[src/sbq_pkg.sv]
`default_nettype none
package sbq_pkg;

  localparam int SAMPLE_BITS    = 24;
  localparam int COEF_BITS      = 32;
  localparam int COEF_FRAC_BITS = 28;
  localparam int CFG_DATA_BITS  = 32;
  localparam int CFG_INDEX_BITS = 3;

  // A 32 x 24 signed product, and five of them summed without wrapping.
  localparam int PROD_BITS = COEF_BITS + SAMPLE_BITS;
  localparam int ACC_BITS  = PROD_BITS + 3;
  localparam int Q_BITS    = ACC_BITS - COEF_FRAC_BITS;

  // Five products, one per cycle, plus a final step that adds the last one.
  localparam int MAC_TERMS = 5;
  localparam int STEP_BITS = 3;

  localparam logic signed [ACC_BITS-1:0] ROUND_HALF =
    ACC_BITS'(64'sd1 <<< (COEF_FRAC_BITS - 1));
  localparam logic signed [Q_BITS-1:0] Q_SAT_MAX =
    Q_BITS'((64'sd1 <<< (SAMPLE_BITS - 1)) - 64'sd1);
  localparam logic signed [Q_BITS-1:0] Q_SAT_MIN = -Q_SAT_MAX - Q_BITS'(1);

  localparam logic signed [COEF_BITS-1:0] COEF_B0_RESET = COEF_BITS'(268435456);

  typedef enum logic [CFG_INDEX_BITS-1:0] {
    REG_ENABLE = 3'd0,
    REG_B0     = 3'd1,
    REG_B1     = 3'd2,
    REG_B2     = 3'd3,
    REG_A1     = 3'd4,
    REG_A2     = 3'd5
  } reg_index_t;

  typedef struct packed {
    logic signed [COEF_BITS-1:0] b0;
    logic signed [COEF_BITS-1:0] b1;
    logic signed [COEF_BITS-1:0] b2;
    logic signed [COEF_BITS-1:0] a1;
    logic signed [COEF_BITS-1:0] a2;
  } coef_set_t;

  typedef struct packed {
    logic                          idle;
    logic                          valid;
    logic signed [SAMPLE_BITS-1:0] y;
  } lane_status_t;

  typedef struct packed {
    logic                          valid;
    logic signed [SAMPLE_BITS-1:0] left;
    logic signed [SAMPLE_BITS-1:0] right;
  } pass_req_t;

endpackage
`default_nettype wire

[src/sbq_lane.sv]
`default_nettype none
module sbq_lane (
  input  wire logic                                  clk,
  input  wire logic                                  rst,
  input  wire logic                                  start,
  input  wire logic signed [sbq_pkg::SAMPLE_BITS-1:0] x,
  input  wire sbq_pkg::coef_set_t                    coef,
  input  wire logic                                  ack,
  output sbq_pkg::lane_status_t                      status
);
  import sbq_pkg::*;

  typedef enum logic [3:0] {
    L_IDLE  = 4'b0001,
    L_MAC   = 4'b0010,
    L_ROUND = 4'b0100,
    L_HOLD  = 4'b1000
  } lane_state_t;

  lane_state_t                   state;
  logic [STEP_BITS-1:0]          step;
  logic signed [SAMPLE_BITS-1:0] x_cur, x1, x2, y1, y2, y_reg;
  logic signed [PROD_BITS-1:0]   prod;
  logic                          prod_sub;
  logic signed [ACC_BITS-1:0]    acc;

  logic signed [COEF_BITS-1:0]   coef_sel;
  logic signed [SAMPLE_BITS-1:0] op_sel;
  logic signed [PROD_BITS-1:0]   prod_next;
  logic signed [ACC_BITS-1:0]    rsum;
  logic signed [Q_BITS-1:0]      q;
  logic signed [SAMPLE_BITS-1:0] y_next;

  always_comb begin
    case (step)
      3'd0: begin coef_sel = coef.b0; op_sel = x_cur; end
      3'd1: begin coef_sel = coef.b1; op_sel = x1;    end
      3'd2: begin coef_sel = coef.b2; op_sel = x2;    end
      3'd3: begin coef_sel = coef.a1; op_sel = y1;    end
      default: begin coef_sel = coef.a2; op_sel = y2; end
    endcase
    prod_next = coef_sel * op_sel;
  end

  // Round half up at the binary point, then clamp to the sample range.
  always_comb begin
    rsum = acc + ROUND_HALF;
    q    = rsum[ACC_BITS-1:COEF_FRAC_BITS];
    if (q > Q_SAT_MAX) begin
      y_next = Q_SAT_MAX[SAMPLE_BITS-1:0];
    end else if (q < Q_SAT_MIN) begin
      y_next = Q_SAT_MIN[SAMPLE_BITS-1:0];
    end else begin
      y_next = q[SAMPLE_BITS-1:0];
    end
  end

  always_ff @(posedge clk) begin
    if (rst) begin
      state <= L_IDLE;
      step  <= '0;
      x1    <= '0;
      x2    <= '0;
      y1    <= '0;
      y2    <= '0;
    end else begin
      unique case (state)
        L_IDLE: begin
          if (start) begin
            x_cur <= x;
            step  <= '0;
            state <= L_MAC;
          end
        end
        L_MAC: begin
          prod     <= prod_next;
          prod_sub <= (step >= 3'd3);
          if (step == '0) begin
            acc <= '0;
          end else if (prod_sub) begin
            acc <= acc - ACC_BITS'(prod);
          end else begin
            acc <= acc + ACC_BITS'(prod);
          end
          if (step == STEP_BITS'(MAC_TERMS)) begin
            state <= L_ROUND;
          end
          step <= step + 3'd1;
        end
        L_ROUND: begin
          y_reg <= y_next;
          x2    <= x1;
          x1    <= x_cur;
          y2    <= y1;
          y1    <= y_next;
          state <= L_HOLD;
        end
        L_HOLD: begin
          if (ack) begin
            state <= L_IDLE;
          end
        end
        default: state <= L_IDLE;
      endcase
    end
  end

  assign status.idle  = (state == L_IDLE);
  assign status.valid = (state == L_HOLD);
  assign status.y     = y_reg;

endmodule
`default_nettype wire

[config.mk]
export PLATFORM = sky130hd
export DESIGN_NAME = sbq_lane
export DESIGN_NICKNAME = d
export VERILOG_FILES = /design/src/sbq_pkg.sv /design/src/sbq_lane.sv
export SDC_FILE = /design/constraint.sdc
export NUM_CORES = 2
export LEC_CHECK = 0
export BUFFER_PORTS_ARGS = -buffer_cell sky130_fd_sc_hd__buf_4
export CELL_PAD_IN_SITES_DETAIL_PLACEMENT = 0
export CELL_PAD_IN_SITES_GLOBAL_PLACEMENT = 1
export CORE_MARGIN = 4
export CORE_UTILIZATION = 50
export DETAILED_ROUTE_END_ITERATION = 10
export PLACE_DENSITY_LB_ADDON = 0.1
export SYNTH_ARGS = -nofsm -noshare
export SYNTH_HDL_FRONTEND = slang
export SYNTH_SLANG_ARGS = --single-unit
[constraint.sdc]
create_clock -name clk -period 10.4 [get_ports clk]
set_input_delay 1.56 -clock clk [delete_from_list [all_inputs] [get_ports clk]]
set_output_delay 1.56 -clock clk [all_outputs]
set_load 0.01 [all_outputs]
# Yosys cells after proc, flatten, opt, wreduce, memory -nomap -nowiden
# Index checks and enable logic that the tools add are counted.
# W data, S select, Z words.
[totals] register_bits=267 latch_bits=0 mem_bits_rw=0 romBits=0 inputBits=188 output_inout_bits=26 wordCells=49 memories=0
[op_classes] add_sub_neg=4 multipliers=1 div_mod_pow=0 n_lt_le_gt_ge=3 eq_ne=11 n_shift=0 mux=11 n_bitwise=1 reduce_logical=7
[op_table] operator="$pmux W32 S4" n=1
[op_table] operator="$pmux W24 S4" n=1
[op_table] operator="$add A59 B29 Y59 const B" n=1
[op_table] operator="$add A59 B56 Y59" n=1
[op_table] operator="$mux W59" n=1
[op_table] operator="$sub A59 B56 Y59" n=1
[op_table] operator="$mul A32 B24 Y56" n=1
[op_table] operator="$mux W24" n=2
[op_table] operator="$gt A31 B24 Y1 const B" n=1
[op_table] operator="$lt A31 B24 Y1 const B" n=1
[op_table] operator="$pmux W4 S4" n=1
[op_table] operator="$mux W4" n=3
[op_table] operator="$eq A3 B2 Y1 const B" n=2
[op_table] operator="$ne A2 B2 Y1 const B" n=3
[op_table] operator="$pmux W3 S2" n=1
[op_table] operator="$reduce_and A2 Y1" n=3
[op_table] operator="$reduce_and A3 Y1" n=2
[op_table] operator="$eq A4 B1 Y1 const B" n=1
[op_table] operator="$eq A4 B2 Y1 const B" n=1
[op_table] operator="$eq A4 B3 Y1 const B" n=1
[op_table] operator="$eq A4 B4 Y1 const B" n=1
[op_table] operator="$add A3 B1 Y3 const B" n=1
[op_table] operator="$eq A3 B1 Y1 const B" n=1
[op_table] operator="$eq A3 B3 Y1 const B" n=1
[op_table] operator="other kinds (5)" n=5

# Logic depth before layout (Yosys ltp)
[depth] depth_word=4 depth_mapped=35 depth_no_buf=32

# Worst setup path after synthesis
# No wires, ideal clock.
[synth_path] path_kind="reg-to-reg" start="reg step[0]" end="reg prod[54] (data pin)" setup_time_ns=0.258 arrival_time_ns=8.791 required_time_ns=10.142 slack_ns=1.352 path_stages_with_launch=29 n_path_buf=5 period_less_slack_ns=9.048 path_cell_list="dfxtp_1 inv_1 ha_1 nor2b_1 clkbuf_1 nor4_1 buf_2 buf_2 mux2i_1 clkbuf_1 nor2_1 fa_1 fa_1 inv_1 fa_1 inv_1 fa_1 fa_1 fa_1 fa_1 ha_1 clkbuf_1 a21oi_1 o221a_2 o21ai_0 a221o_1 a41o_1 a21oi_2 xnor2_1"
[synth_between] elab_chain_cells=3 word_cells_on_any_way=7 classes_between="mul: 1; eq/ne: 3; mux: 2; reduce/logical: 1"
[synth_lines] element="from (decl)" line_no="sbq_lane.sv:21" rtl="logic [STEP_BITS-1:0] step;"
[synth_lines] element="from (signal assigned)" line_no="sbq_lane.sv:88" rtl="step <= step + 3'd1;"
[synth_lines] element="$eq A3 B2 Y1 (tied with other cells)" line_no="sbq_lane.sv:35" rtl="case (step)"
[synth_lines] element="$pmux W32 S4 or $pmux W24 S4 (tied branches)" line_no="sbq_lane.sv:35"
[synth_lines] element="$mul A32 B24 Y56 (*)" line_no="sbq_lane.sv:42" rtl="prod_next = coef_sel * op_sel;"
[synth_lines] element="net prod_next[54]" line_no="sbq_lane.sv:29" rtl="logic signed [PROD_BITS-1:0] prod_next;"
[synth_lines] element="to (signal assigned)" line_no="sbq_lane.sv:76" rtl="prod <= prod_next;"
[synth_lines] element="to (decl)" line_no="sbq_lane.sv:23" rtl="logic signed [PROD_BITS-1:0] prod;"
# Mark *: on every way through the listed nets, which the timed path passes. The rest lies on a longest branch.
# A chain may end at the register's enable or synchronous reset.

# Worst setup path in the final report
[layout_path] start="reg step[2]" end="reg prod[53] (data pin)"
# Same word-level chain as after synthesis.

==> qor.yml <==
run_status:
  status: "complete, no violations"
logic_synthesis:
  synth.most_common_cell: "inv_1"
  ys.flop_type: "edfxtp_1"
  synthDistinctLibCells: 84
  synth_top_area_cell: "fa_1"
  synth_common_cells: "inv_1 (815), fa_1 (784), nand2_1 (644)"
  yosysSeqAreaShare: 0.164
  syn_inst: 4759
  syn_nets: 5946
  synthDominantCellAreaShare: 0.369
  syn-cell-area_mm2: 0.0426
  synth_edf_count: 164
  synthTopCellsByArea: "fa_1 (37%), edfxtp_1 (12%), inv_1 (7.2%)"
  synth_seq_cells: 267
  yosys_warnings: 0
  synth.avg_cell_area_um2: 8.94
  ys_async_sr_fraction: 0
global_routing:
  antenna_found_initial: 5
  grt_pass1_wl_um: 211000
  grt_overflow: 0
  grt_max_degree: 117
  grt_pass1_vias: 34500
  grt_use_total: 0.312
cells_and_area:
  layout.nets: 6049
  syn_to_final_growth_pct: 9.46
  largest_register_ffs: 59
  drive_above_1_share: 0.0946
  fill_cells: 7847
  fin_area_mm2: 0.0466
  largest-register: "acc"
  reg_top3: "acc: 59 flops, prod: 56 flops"
  diodes: 0
drt:
  viasPerCell: 5.56
  drc: 0
  vias: 33500
  post_drt_wl_per_cell_um: 23.2
  ant_nets: 0
  drt_first_pass_iters: 6
  routed_wl_um: 139000
  drt_iter0_markers: 2909
placed_design:
  pre_cts_ws_ns: 0.317
  placed_area_mm2: 0.0456
  gp_congestion: 0.935
  io_buffers: 213
  dp_hpwl_um: 110000
clock_network:
  ctsHoldBuffers: 0
  clk_pin_slew_ns: 0.06
  cts_inserted_buffers: 29
  cts_tree: "yes"
  h-tree-depth: 1
  insertion_delay_ns: 0.59
  cts_root_buf: "clkbuf_16"
  cts.sinks: 267
  clockBufferDepth: 3
min_path:
  worstHoldEndpoint: "y2[15]$_SDFFE_PP0P_"
  hold_depth: 2
  min_path_type: "register to register"
  min_from: "y2[15]$_SDFFE_PP0P_"
sta:
  fin_crit_ns: 9.88
  drv_slew: 0
  tightest_slew_ns: 1.01
  fmax_mhz: 101
  tns_ns: 0
  relSlewSlack: 0.320
  hold_viol: 0
  fin_crit_sh: 0.950
  rsz0062_at_grt: "no"
  setup_ws_ns: 0.523
  setup_viol: 0
  finClkSkew_ns: 0.0294
worst_setup_path:
  path_max_fanout: 30
  worst-setup-path-type: "register to register"
  cp.required_ns: 10.72
  max_stage_delay_ns: 0.72
  critPathLaunchType: "register"
  reg2regPathDepth: 30
  r2r_start: "step[2]$_SDFFE_PP0P_"
  r2r-end: "prod[53]$_DFFE_PP_"
  cp_data_arrival_time_ns: 10.20
  crit_top_cell: "fa_1"
  setup.worst_path.end_class: "register"
  startpoint: "step[2]$_SDFFE_PP0P_"
  rrSetupSlack_ns: 0.52
  crit_path_top_delay_cell: "a2111oi_1"
die:
  coreArea_mm2: 0.0840
  fp.dieArea_mm2: 0.0898
  dieHeight_um: 300
  start_util: 0.507
  io_pins: 214
  num_rows: 106
  die-width_um: 300
job:
  maxCapViolations: 0
-- worst max-delay path by stage --
stage | endpoint | depth (start not counted)
after floorplan | prod[54]$_DFFE_PP_ | 28
after global placement | prod[53]$_DFFE_PP_ | 27
after detailed placement | prod[53]$_DFFE_PP_ | 27
after CTS | prod[53]$_DFFE_PP_ | 30
after global routing | prod[53]$_DFFE_PP_ | 30
final | prod[53]$_DFFE_PP_ | 30
-- critical path, delay by kind of cell, from the launching register on --
| family | cells | cell delay (ns) |
|---|---|---|
| adder cells (fa/ha/maj) | 9 | 4.08 |
| AO/OA/AOI/OAI | 6 | 1.87 |
| buffers and inverters | 8 | 1.25 |
| AND/OR/NAND/NOR | 5 | 0.98 |
| multiplexers | 1 | 0.65 |
| flip-flops | 1 | 0.54 |
| XOR/XNOR | 1 | 0.14 |
-- layer usage --
metal | GRT usage | vias to the layer above | part of all wire
li1 | - | 15200 | -
met1 | 0.431 | 16600 | 0.42
met2 | 0.454 | 1523 | 0.42
met3 | 0.124 | 210 | 0.13
met4 | 0.0942 | 2 | 0.036
met5 | 0 | - | 0.000086
-- cells by family after synthesis --
group	Yosys count	share of synthesized area
buffers and inverters	1056	0.0939
xor gates and xnor gates	184	0.0379
DFF	267	0.164
adders and majority gates	1000	0.432
AOI/OAI and AO/OA	625	0.0955
muxes	100	0.0249
and+or+nand+nor	1527	0.151
-- stage by stage --
| stage | instances | util | hold WS [ns] |
|---|---|---|---|
| after floorplan | 4759 | - | 0.433 |
| after global placement | 5963 | 0.543 | 0.441 |
| after detailed placement | 5963 | 0.543 | 0.443 |
| after CTS | 6017 | 0.555 | 0.451 |
| after global routing | 6019 | 0.555 | 0.468 |
| final | 6019 | 0.555 | 0.452 |
-- layout by cell type (no fill, tap or decap), drive strengths merged, types with 40 or more instances in the layout --
cell type	synthesis	layout
a21o	54	54
a21oi	221	221
a22oi	112	112
buf	39	309
clkbuf	199	40
dfxtp	103	103
edfxtp	164	164
fa	784	784
ha	215	215
inv	818	821
mux2	46	46
mux2i	54	54
nand2	644	644
nand3	46	46
nor2	604	604
nor3	49	49
o21ai	82	82
xnor2	134	134
xor2	50	50
-- layout make-up --
cell class	instances	area, um^2	share of cell area
timing repair buffer	309	2390	0.0514
inverter	818	3070	0.0659
sequential	267	6990	0.150
clock inverter	14	163	0.00349
multi-input combinational	3437	31800	0.682
tap	1134	1420	0.0305
clock buffer	40	787	0.0169
-- timing repair --
action,in CTS,in global routing
setup buffers,0,1
gates resized for setup,0,2
setup endpoints to repair,0,4
hold endpoints to repair,0,0
Power is not shown: default switching activity piles up to over one toggle a cycle in this logic, so the estimate is an artifact.
