## src/sbq_pkg.sv

```systemverilog
`default_nettype none
package sbq_pkg;

  localparam int SAMPLE_BITS    = 24;
  localparam int COEF_BITS      = 32;
  localparam int COEF_FRAC_BITS = 28;
  localparam int CFG_DATA_BITS  = 32;
  localparam int CFG_INDEX_BITS = 3;

  // A 32 x 24 signed product, and five of them summed without wrapping.
  localparam int PROD_BITS = COEF_BITS + SAMPLE_BITS;
  localparam int ACC_BITS  = PROD_BITS + 3;
  localparam int Q_BITS    = ACC_BITS - COEF_FRAC_BITS;

  // Five products, one per cycle, plus a final step that adds the last one.
  localparam int MAC_TERMS = 5;
  localparam int STEP_BITS = 3;

  localparam logic signed [ACC_BITS-1:0] ROUND_HALF =
    ACC_BITS'(64'sd1 <<< (COEF_FRAC_BITS - 1));
  localparam logic signed [Q_BITS-1:0] Q_SAT_MAX =
    Q_BITS'((64'sd1 <<< (SAMPLE_BITS - 1)) - 64'sd1);
  localparam logic signed [Q_BITS-1:0] Q_SAT_MIN = -Q_SAT_MAX - Q_BITS'(1);

  localparam logic signed [COEF_BITS-1:0] COEF_B0_RESET = COEF_BITS'(268435456);

  typedef enum logic [CFG_INDEX_BITS-1:0] {
    REG_ENABLE = 3'd0,
    REG_B0     = 3'd1,
    REG_B1     = 3'd2,
    REG_B2     = 3'd3,
    REG_A1     = 3'd4,
    REG_A2     = 3'd5
  } reg_index_t;

  typedef struct packed {
    logic signed [COEF_BITS-1:0] b0;
    logic signed [COEF_BITS-1:0] b1;
    logic signed [COEF_BITS-1:0] b2;
    logic signed [COEF_BITS-1:0] a1;
    logic signed [COEF_BITS-1:0] a2;
  } coef_set_t;

  typedef struct packed {
    logic                          idle;
    logic                          valid;
    logic signed [SAMPLE_BITS-1:0] y;
  } lane_status_t;

  typedef struct packed {
    logic                          valid;
    logic signed [SAMPLE_BITS-1:0] left;
    logic signed [SAMPLE_BITS-1:0] right;
  } pass_req_t;

endpackage
`default_nettype wire

```

## src/sbq_stream_if.sv

```systemverilog
`default_nettype none


interface sbq_result_if;
  import sbq_pkg::*;
  logic                          valid;
  logic                          ready;
  logic signed [SAMPLE_BITS-1:0] left_out;
  logic signed [SAMPLE_BITS-1:0] right_out;

  modport source (output valid, output left_out, output right_out, input ready);
  modport sink   (input valid, input left_out, input right_out, output ready);
endinterface
`default_nettype wire

```

## src/sbq_merge.sv

```systemverilog
`default_nettype none
module sbq_merge (
  input  wire logic                  clk,
  input  wire logic                  rst,
  input  wire sbq_pkg::lane_status_t left,
  input  wire sbq_pkg::lane_status_t right,
  input  wire sbq_pkg::pass_req_t    pass,
  output logic                       lane_ack,
  output logic                       pass_ack,
  sbq_result_if.source               result
);
  import sbq_pkg::*;

  logic out_valid;
  logic load_ok;

  assign load_ok  = !out_valid || result.ready;
  assign lane_ack = left.valid && right.valid && load_ok;
  assign pass_ack = pass.valid && !left.valid && load_ok;

  always_ff @(posedge clk) begin
    if (rst) begin
      out_valid <= 1'b0;
    end else if (lane_ack || pass_ack) begin
      out_valid <= 1'b1;
    end else if (result.ready) begin
      out_valid <= 1'b0;
    end
  end

  always_ff @(posedge clk) begin
    if (lane_ack) begin
      result.left_out  <= left.y;
      result.right_out <= right.y;
    end else if (pass_ack) begin
      result.left_out  <= pass.left;
      result.right_out <= pass.right;
    end
  end

  assign result.valid = out_valid;

  a_lanes_in_step: assert property (@(posedge clk) disable iff (rst)
    left.valid == right.valid)
    else $error("left and right lanes finished in different cycles");

  a_no_pass_while_filtering: assert property (@(posedge clk) disable iff (rst)
    !(pass.valid && (left.valid || !left.idle)))
    else $error("pass-through requested while the lanes hold work");

  a_lane_result_loaded: assert property (@(posedge clk) disable iff (rst)
    lane_ack |=> (out_valid && result.left_out == $past(left.y)
                  && result.right_out == $past(right.y)))
    else $error("lane result not loaded into the output register");

endmodule
`default_nettype wire

```

## src/flat_wrapper.sv

```systemverilog
// flat-port wrapper written by rule: the top's interface ports become plain ports
module sbq_merge_flat import sbq_pkg::*;
  (clk, rst, left, right, pass, lane_ack, pass_ack, result_valid, result_left_out, result_right_out, result_ready);
  sbq_result_if result_i ();
  input  wire logic clk;
  input  wire logic rst;
  input  wire sbq_pkg::lane_status_t left;
  input  wire sbq_pkg::lane_status_t right;
  input  wire sbq_pkg::pass_req_t pass;
  output logic lane_ack;
  output logic pass_ack;
  output wire logic [$bits(result_i.valid)-1:0] result_valid;
  output wire logic [$bits(result_i.left_out)-1:0] result_left_out;
  output wire logic [$bits(result_i.right_out)-1:0] result_right_out;
  input wire logic [$bits(result_i.ready)-1:0] result_ready;
  assign result_valid = result_i.valid;
  assign result_left_out = result_i.left_out;
  assign result_right_out = result_i.right_out;
  assign result_i.ready = result_ready;
  sbq_merge u_core (.clk(clk), .rst(rst), .left(left), .right(right), .pass(pass), .lane_ack(lane_ack), .pass_ack(pass_ack), .result(result_i));
endmodule
```

## config.mk

```make
export PLATFORM = sky130hd
export DESIGN_NAME = sbq_merge_flat
export DESIGN_NICKNAME = d
export VERILOG_FILES = /design/src/sbq_pkg.sv /design/src/sbq_stream_if.sv /design/src/sbq_merge.sv /design/src/flat_wrapper.sv
export SDC_FILE = /design/constraint.sdc
export NUM_CORES = 1
export LEC_CHECK = 0
export BUFFER_PORTS_ARGS = -buffer_cell sky130_fd_sc_hd__buf_2
export CELL_PAD_IN_SITES_DETAIL_PLACEMENT = 1
export CELL_PAD_IN_SITES_GLOBAL_PLACEMENT = 1
export CORE_ASPECT_RATIO = 1.2
export CORE_MARGIN = 4
export CORE_UTILIZATION = 31
export DETAILED_ROUTE_END_ITERATION = 10
export GPL_ROUTABILITY_DRIVEN = 1
export HOLD_SLACK_MARGIN = 0.08
export PLACE_DENSITY = 0.91
export RECOVER_POWER = 100
export SLEW_MARGIN = 15
export SYNTH_ARGS = -nofsm -noshare
export SYNTH_HDL_FRONTEND = slang
export SYNTH_SLANG_ARGS = --single-unit
```

## constraint.sdc

```tcl
create_clock -name clk -period 4.3 [get_ports clk]
set_input_delay 0.86 -clock clk [delete_from_list [all_inputs] [get_ports clk]]
set_output_delay 0.86 -clock clk [all_outputs]
set_load 0.05 [all_outputs]
```

**After elaboration in Yosys (flattened, before gate mapping)**

Cells that the tools add are included.

- Word-level logic and storage cells: 19
- Register bits: 49
- Output and inout port bits: 51
- Input bits: 104

- Reduce and logical (&&, ||, !) cells: 10
- Muxes and demuxes: 6

Operator list:

| kind | number |
|---|---|
| $mux 24 | 4 |
| $logic_and 1x1->1 | 4 |
| $reduce_bool 2->1 | 2 |
| $logic_not 1->1 | 2 |
| $logic_or 1x1->1 | 2 |
| $mux 1 | 2 |

**Depth between registers and ports, before layout**

Gate-level depths: netlist of run 1.

- Depth after elaboration: 5
- Gate-level depth with buffers: 5
- Gate-level depth less buffers: 3

**Least setup slack after synthesis of run 1**

No wires, ideal clock.

- Kind: input-to-reg
- From: input port left[24] (netlist name)
- To: register u_core.result.left_out[0], enable pin
- Arrival: 3,003 ps
- Setup time: 454 ps
- Buffers on the path: 0
- Path slack: 844 ps
- Required time: 3,846 ps
- Stages on the path: 2
- Cell sequence: mux2i_1 nor2_1

- Word-level cells in the longest chain between the ends: 4
- Elaborated cells between the ends (all ways): 6
- Classes of those cells: reduce/logical (6)

Ends and longest elaborated chain:

| what | RTL line | text |
|---|---|---|
| start: declaration | flat_wrapper.sv:7 | `input wire sbq_pkg::lane_status_t left;` |
| $logic_not 1->1 | sbq_merge.sv:19 | `assign pass_ack = pass.valid && !left.valid && load_ok;` |
| $logic_and 1x1->1 (2 in a row) | sbq_merge.sv:19 |  |
| $reduce_bool 2->1 (no source line) * | - |  |
| end signal: assignment | sbq_merge.sv:33 | `result.left_out <= left.y;` |
| end signal: assignment | sbq_merge.sv:36 | `result.left_out <= pass.left;` |
| end: declaration | sbq_stream_if.sv:11 | `modport source (output valid, output left_out, output right_out, input ready);` |

Every way passes the cells marked *; elsewhere a longest branch is shown, timed or not.
A chain may end at the register's enable or synchronous reset.

**Worst setup path after layout of run 1**

- From: input port left[24] (netlist name)
- To: register u_core.result.right_out[12], enable pin

- Word-level cells in the longest chain between the ends: 4
- Elaborated cells between the ends (all ways): 6
- Classes of those cells: reduce/logical (6)

Ends and longest elaborated chain:

| what | RTL line | text |
|---|---|---|
| $logic_not 1->1 | sbq_merge.sv:19 |  |
| $logic_and 1x1->1 (2 in a row) | sbq_merge.sv:19 |  |
| $reduce_bool 2->1 (no source line) * | - |  |
| end signal: assignment | sbq_merge.sv:34 | `result.right_out <= right.y;` |
| end signal: assignment | sbq_merge.sv:37 | `result.right_out <= pass.right;` |
| end: declaration | sbq_stream_if.sv:11 |  |

Marks and branches as above.

==> flow_summary.toml, run 1 <==
[floorplanning]
ioPinCount = 155
die_w_microns = 84.0
coreArea_sq_mm = 0.00657
row_count = 32
start_util_pct = 32.7
dieArea_sq_mm = 0.00833
die_y_microns = 99.2

[synthesis]
yosysUniqueCellTypes = 15
syn_inst = 110
syn_area_per_cell_sq_um = 19.5
ys_seq_area_share_pct = 68.0
syn_nets = 214
yosysWarnings = 0
netlist_area_sq_mm = 0.00215
synth-seq-cells = 49

[grt]
track_usage_pct = 14.6
top_usage_layer = "met2"
grt_max_degree = 49
grt_antenna_before_repair = 0
grt_pass1_wl_microns = 9260
overflow = 0
use_met3_pct = 3.56
grt_pass1_vias = 1749
use_met2_pct = 29.9
grtUsageMet1_pct = 14.0

[setup_path]
r2r_end = "u_core.result.right_out[12]"
path_cells = "clkbuf_1 > mux2i_1 > nor2_4 > clkbuf_1"
cp_top_family = "buffers and inverters"
cpMostUsedCell = "clkbuf_1"
cpPeakStageDelay_ps = 1000
cp_max_fo = 25
cp-end-kind = "register"
r2r_start = "u_core.result.valid"
r2r_slack_ps = 1880
critPathLaunchType = "input pin"
worstPathRequired_ps = 4210
crit_type = "in -> reg"
reg2regPathDepth = 3
slowest_stage = "clkbuf_1"
cp.arrival_ps = 2730
cp_num_buf_inv = 2

[detailed_routing]
vias = 1531
drc = 0
ant_nets = 0
wl_per_cell_microns = 17.8
drt_first_pass_iters = 4
routed_wl_microns = 6260
drt_iter0_drc = 37
viasPerCell = 4.35

[final_layout]
final_nets = 370
design_area_sq_mm = 0.00299
area_growth_pct = 39.0
fill_cells = 769
diodes = 0
drive_above_1_share_pct = 55.8

[cts]
cts-resized-gates = 0
hold_buffers = 0
cts_buffers = 5
clockRootBuffer = "clkbuf_8"
postCtsSetupBuffers = 0
ctsHtreeMaxLevel = 2
clkTransAtPathRegs_ps = 80
clk_latency_ps = 290
clock-sinks = 49
cts_tree = "yes"
clk_path_buf_depth = 2

[hold_path]
hold_path_end = "u_core.result.valid"
min_path_cells = 3
worstHoldStart = "u_core.result.valid"
hold_path_class = "reg -> reg"

[timing]
fin_setup_tns_ps = 0
tightest_slew_ps = 1270
slew_headroom_pct = 15.0
finalMaxSlewViolations = 0
fmax_mhz = 354
worst_clock_skew_ps = 6.38
layout_setup_ws_ps = 1470
min_period_ps = 2830
finalCritPeriodShare_pct = 65.7
hold_viol = 0
finalSetupViolations = 0
rsz0062_at_grt = "no"

[run]
cap_viol_max_count = 0

[placement]
portBuffers = 152
gp_congestion = 0.729
placed_cell_area_sq_mm = 0.00298
dp_slack_ps = 1750
dpl.hpwl_microns = 5130

[power_and_ir_drop]
peakVddDrop_mv = 0.177
p_per_area_mw_per_mm2 = 399
power_leakage_nw = 1.20

[outcome]
status = "completed"
==> worst reg2reg max path: cells and delay by family, from the launching register on <==
| kind | cells | cell delay, ps |
|---|---|---|
| buffers and inverters | 1 | 1010 |
| DFF | 1 | 320 |
| and+or+nand+nor | 2 | 700 |
==> synth_stat cells <==
cell,count,share of area [%]
nor2b_4,1,0.64
mux2_4,9,6.3
dfxtp_1,1,0.93
nor2_1,1,0.17
mux2i_1,1,0.47
nand2_1,1,0.17
mux2_2,39,20
buf_6,1,0.52
a21oi_1,1,0.23
inv_1,1,0.17
nor3b_1,1,0.35
nor2_4,1,0.52
buf_12,1,0.93
edfxtp_1,48,67
buf_4,3,1.0
==> power by group <==
group          total (mW)  internal [mW]  switching, mW  leakage [nW]
sequential          0.589          0.576         0.0122         0.473
combinational       0.288         0.0829          0.205         0.672
clock               0.315          0.172          0.143        0.0528
total                1.19          0.831          0.361          1.20
==> area by class of cell <==
cell class              instances  area (sq um)  share of cell area [%]
multi-input cells              55           603                    20.2
well taps                      85           106                    3.56
flip-flops and latches         49          1460                    49.0
clock buffers                   6          72.6                    2.43
clock inverters                 2          33.8                    1.13
repair buffers                154           704                    23.6
inverters                       1          3.75                   0.126
==> cell usage in the layout, fill, tap and decap left out <==
master / instances
a21oi_1: 1
nor2b_4: 1
nor2_4: 1
nor2_1: 1
mux2i_1: 1
nor3b_1: 1
clkbuf_1: 54
clkinv_1: 1
clkbuf_8: 5
dfxtp_1: 1
mux2_2: 38
nand2_1: 1
clkbuf_2: 1
buf_2: 100
mux2_4: 2
mux2_1: 8
edfxtp_1: 48
bufinv_16: 1
inv_1: 1
==> worst max-delay path by stage <==
stage                 start                          end  depth (start not counted)
2_1_floorplan      left[24]    u_core.result.left_out[0]                          2
3_3_place_gp       left[24]   u_core.result.left_out[11]                          4
3_5_place_dp       left[24]  u_core.result.right_out[11]                          4
4_1_cts        result_ready                     pass_ack                          4
5_1_grt            left[24]  u_core.result.right_out[12]                          4
6_report           left[24]  u_core.result.right_out[12]                          4
==> registers in the layout, indices dropped and copies added (netlist names) <==
signal,cells
u_core.result.left_out,24
u_core.result.right_out,24
u_core.result.valid,1
==> cells by family after synthesis <==
group | Yosys count | share of synthesized area, %
and+or+nand+nor | 5 | 1.86
DFF | 49 | 68.0
muxes | 49 | 27.2
buffers and inverters | 6 | 2.68
AOI/OAI and AO/OA | 1 | 0.233
==> stage by stage <==
| stage | instances | total power [mW] | utilization (%) | hold WS (ps) |
|---|---|---|---|---|
| floorplan | 110 | 0.812 | - | 804 |
| global route | 352 | 1.25 | 45.5 | 673 |
| finish | 352 | 1.19 | 45.5 | 623 |
| global placement | 344 | 0.897 | 45.4 | 577 |
| detailed placement | 344 | 0.909 | 45.4 | 599 |
| CTS | 352 | 1.23 | 47.1 | 636 |
==> metal layers <==
layer  part of all wire (%)  vias to the layer above
met5                      0                        -
met4                    1.6                        0
met3                    6.6                        7
met2                     59                       66
met1                     32                      721
li1                       -                      737
No activity file was read; power rests on OpenSTA's default activity.
==> run 2: changes to the inputs <==
Settings changed: CORE_UTILIZATION 31 to 28, PLACE_DENSITY 0.91 to 0.87.
Clock period 4.3 ns to 2.25 ns, I/O delays scaled along.
==> flow_summary.toml, run 2 (synthesis gave the netlist of run 1 again) <==
[outcome]
status = "completed"

[cts]
postCtsSetupBuffers = 0
clk_latency_ps = 290
cts_tree = "yes"
clkTransAtPathRegs_ps = 80
cts_buffers = 5
clk_path_buf_depth = 2
clockRootBuffer = "clkbuf_8"
clock-sinks = 49
ctsHtreeMaxLevel = 2
hold_buffers = 0
cts-resized-gates = 0

[floorplanning]
dieArea_sq_mm = 0.00914
coreArea_sq_mm = 0.00736
die_y_microns = 104
ioPinCount = 155
start_util_pct = 29.2
row_count = 34
die_w_microns = 88.0

[run]
cap_viol_max_count = 0

[detailed_routing]
ant_nets = 0
wl_per_cell_microns = 15.9
drt_iter0_drc = 40
drt_first_pass_iters = 3
vias = 1583
routed_wl_microns = 5730
viasPerCell = 4.39
drc = 0

[placement]
portBuffers = 152
placed_cell_area_sq_mm = 0.00305
gp_congestion = 0.682
dpl.hpwl_microns = 4670

[grt]
track_usage_pct = 12.0
grt_max_degree = 48
grt_pass1_vias = 1745
grt_antenna_before_repair = 0
overflow = 0
grt_pass1_wl_microns = 8420

[timing]
worst_clock_skew_ps = 1.80
tightest_slew_ps = 696
slew_headroom_pct = 53.8
finalCritPeriodShare_pct = 86.8
min_period_ps = 1950
fmax_mhz = 512
finalSetupViolations = 0
hold_viol = 0
fin_setup_tns_ps = 0
rsz0062_at_grt = "no"
finalMaxSlewViolations = 0

[hold_path]
min_path_cells = 2
hold_path_class = "in -> reg"

[final_layout]
diodes = 0
final_cell_mix = "101 x buf_2, 56 x clkbuf_1, 48 x edfxtp_1"
final_common_cell = "buf_2"
drive_above_1_share_pct = 56.1
design_area_sq_mm = 0.00299
final_nets = 375
area_growth_pct = 39.1

[setup_path]
reg2regPathDepth = 4
crit_type = "reg -> reg"
cp_max_fo = 20
worstPathRequired_ps = 2300
cp.arrival_ps = 2000
critPathLaunchType = "register"
cp-end-kind = "register"

[power_and_ir_drop]
power_leakage_nw = 1.20
peakVddDrop_mv = 0.244
p_per_area_mw_per_mm2 = 719
fin_total_pwr_mw = 2.15
run 2: where the power goes:
part	switching, mW	leakage [nW]	internal (mW)
clock network	0.266	0.0387	0.210
logic	0.392	0.689	0.160
registers	0.0186	0.473	1.10
run 2: layer usage:
metal | routed length (microns) | up-vias | global-route usage (%)
li1 | - | 745 | -
met1 | 1890 | 738 | 11.5
met2 | 3090 | 94 | 23.5
met3 | 691 | 6 | 3.88
met4 | 51 | 0 | 2.96
met5 | 0 | - | 0
run 2: metrics by stage:
step                      std cells  setup WS [ps]  util (%)  hold WS [ps]
final                           361            296      40.6           302
after global routing            361            160      40.6           295
after CTS                       361            360      42.4           292
after detailed placement        354            277      41.4           608
after global placement          354            333      41.4           576
after floorplan                 110            402         -           519
run 2: worst paths after layout:
path / from / to / slack (ps)
min reg2reg: u_core.result.valid / u_core.result.valid / 680
max reg2reg: u_core.result.valid / u_core.result.left_out[13] / 300
max: u_core.result.valid / u_core.result.left_out[13] / 300
min: rst / u_core.result.valid / 300
run 2: cell type report:
| cell class | instances | area (sq um) |
|---|---|---|
| Inverter | 1 | 3.75 |
| Clock buffer | 6 | 72.6 |
| Fill cell | 834 | 4370 |
| Timing Repair Buffer | 159 | 729 |
| Multi-Input combinational cell | 55 | 604 |
| Sequential cell | 49 | 1460 |
| Clock inverter | 1 | 3.75 |
| Tap cell | 90 | 113 |
run 2: worst max-delay path, stage by stage, from the launching register on:
cell,delay [ps]
dfxtp_1,320
nor2b_1,190
nor2_4,310
clkbuf_2,480
mux2_2,400
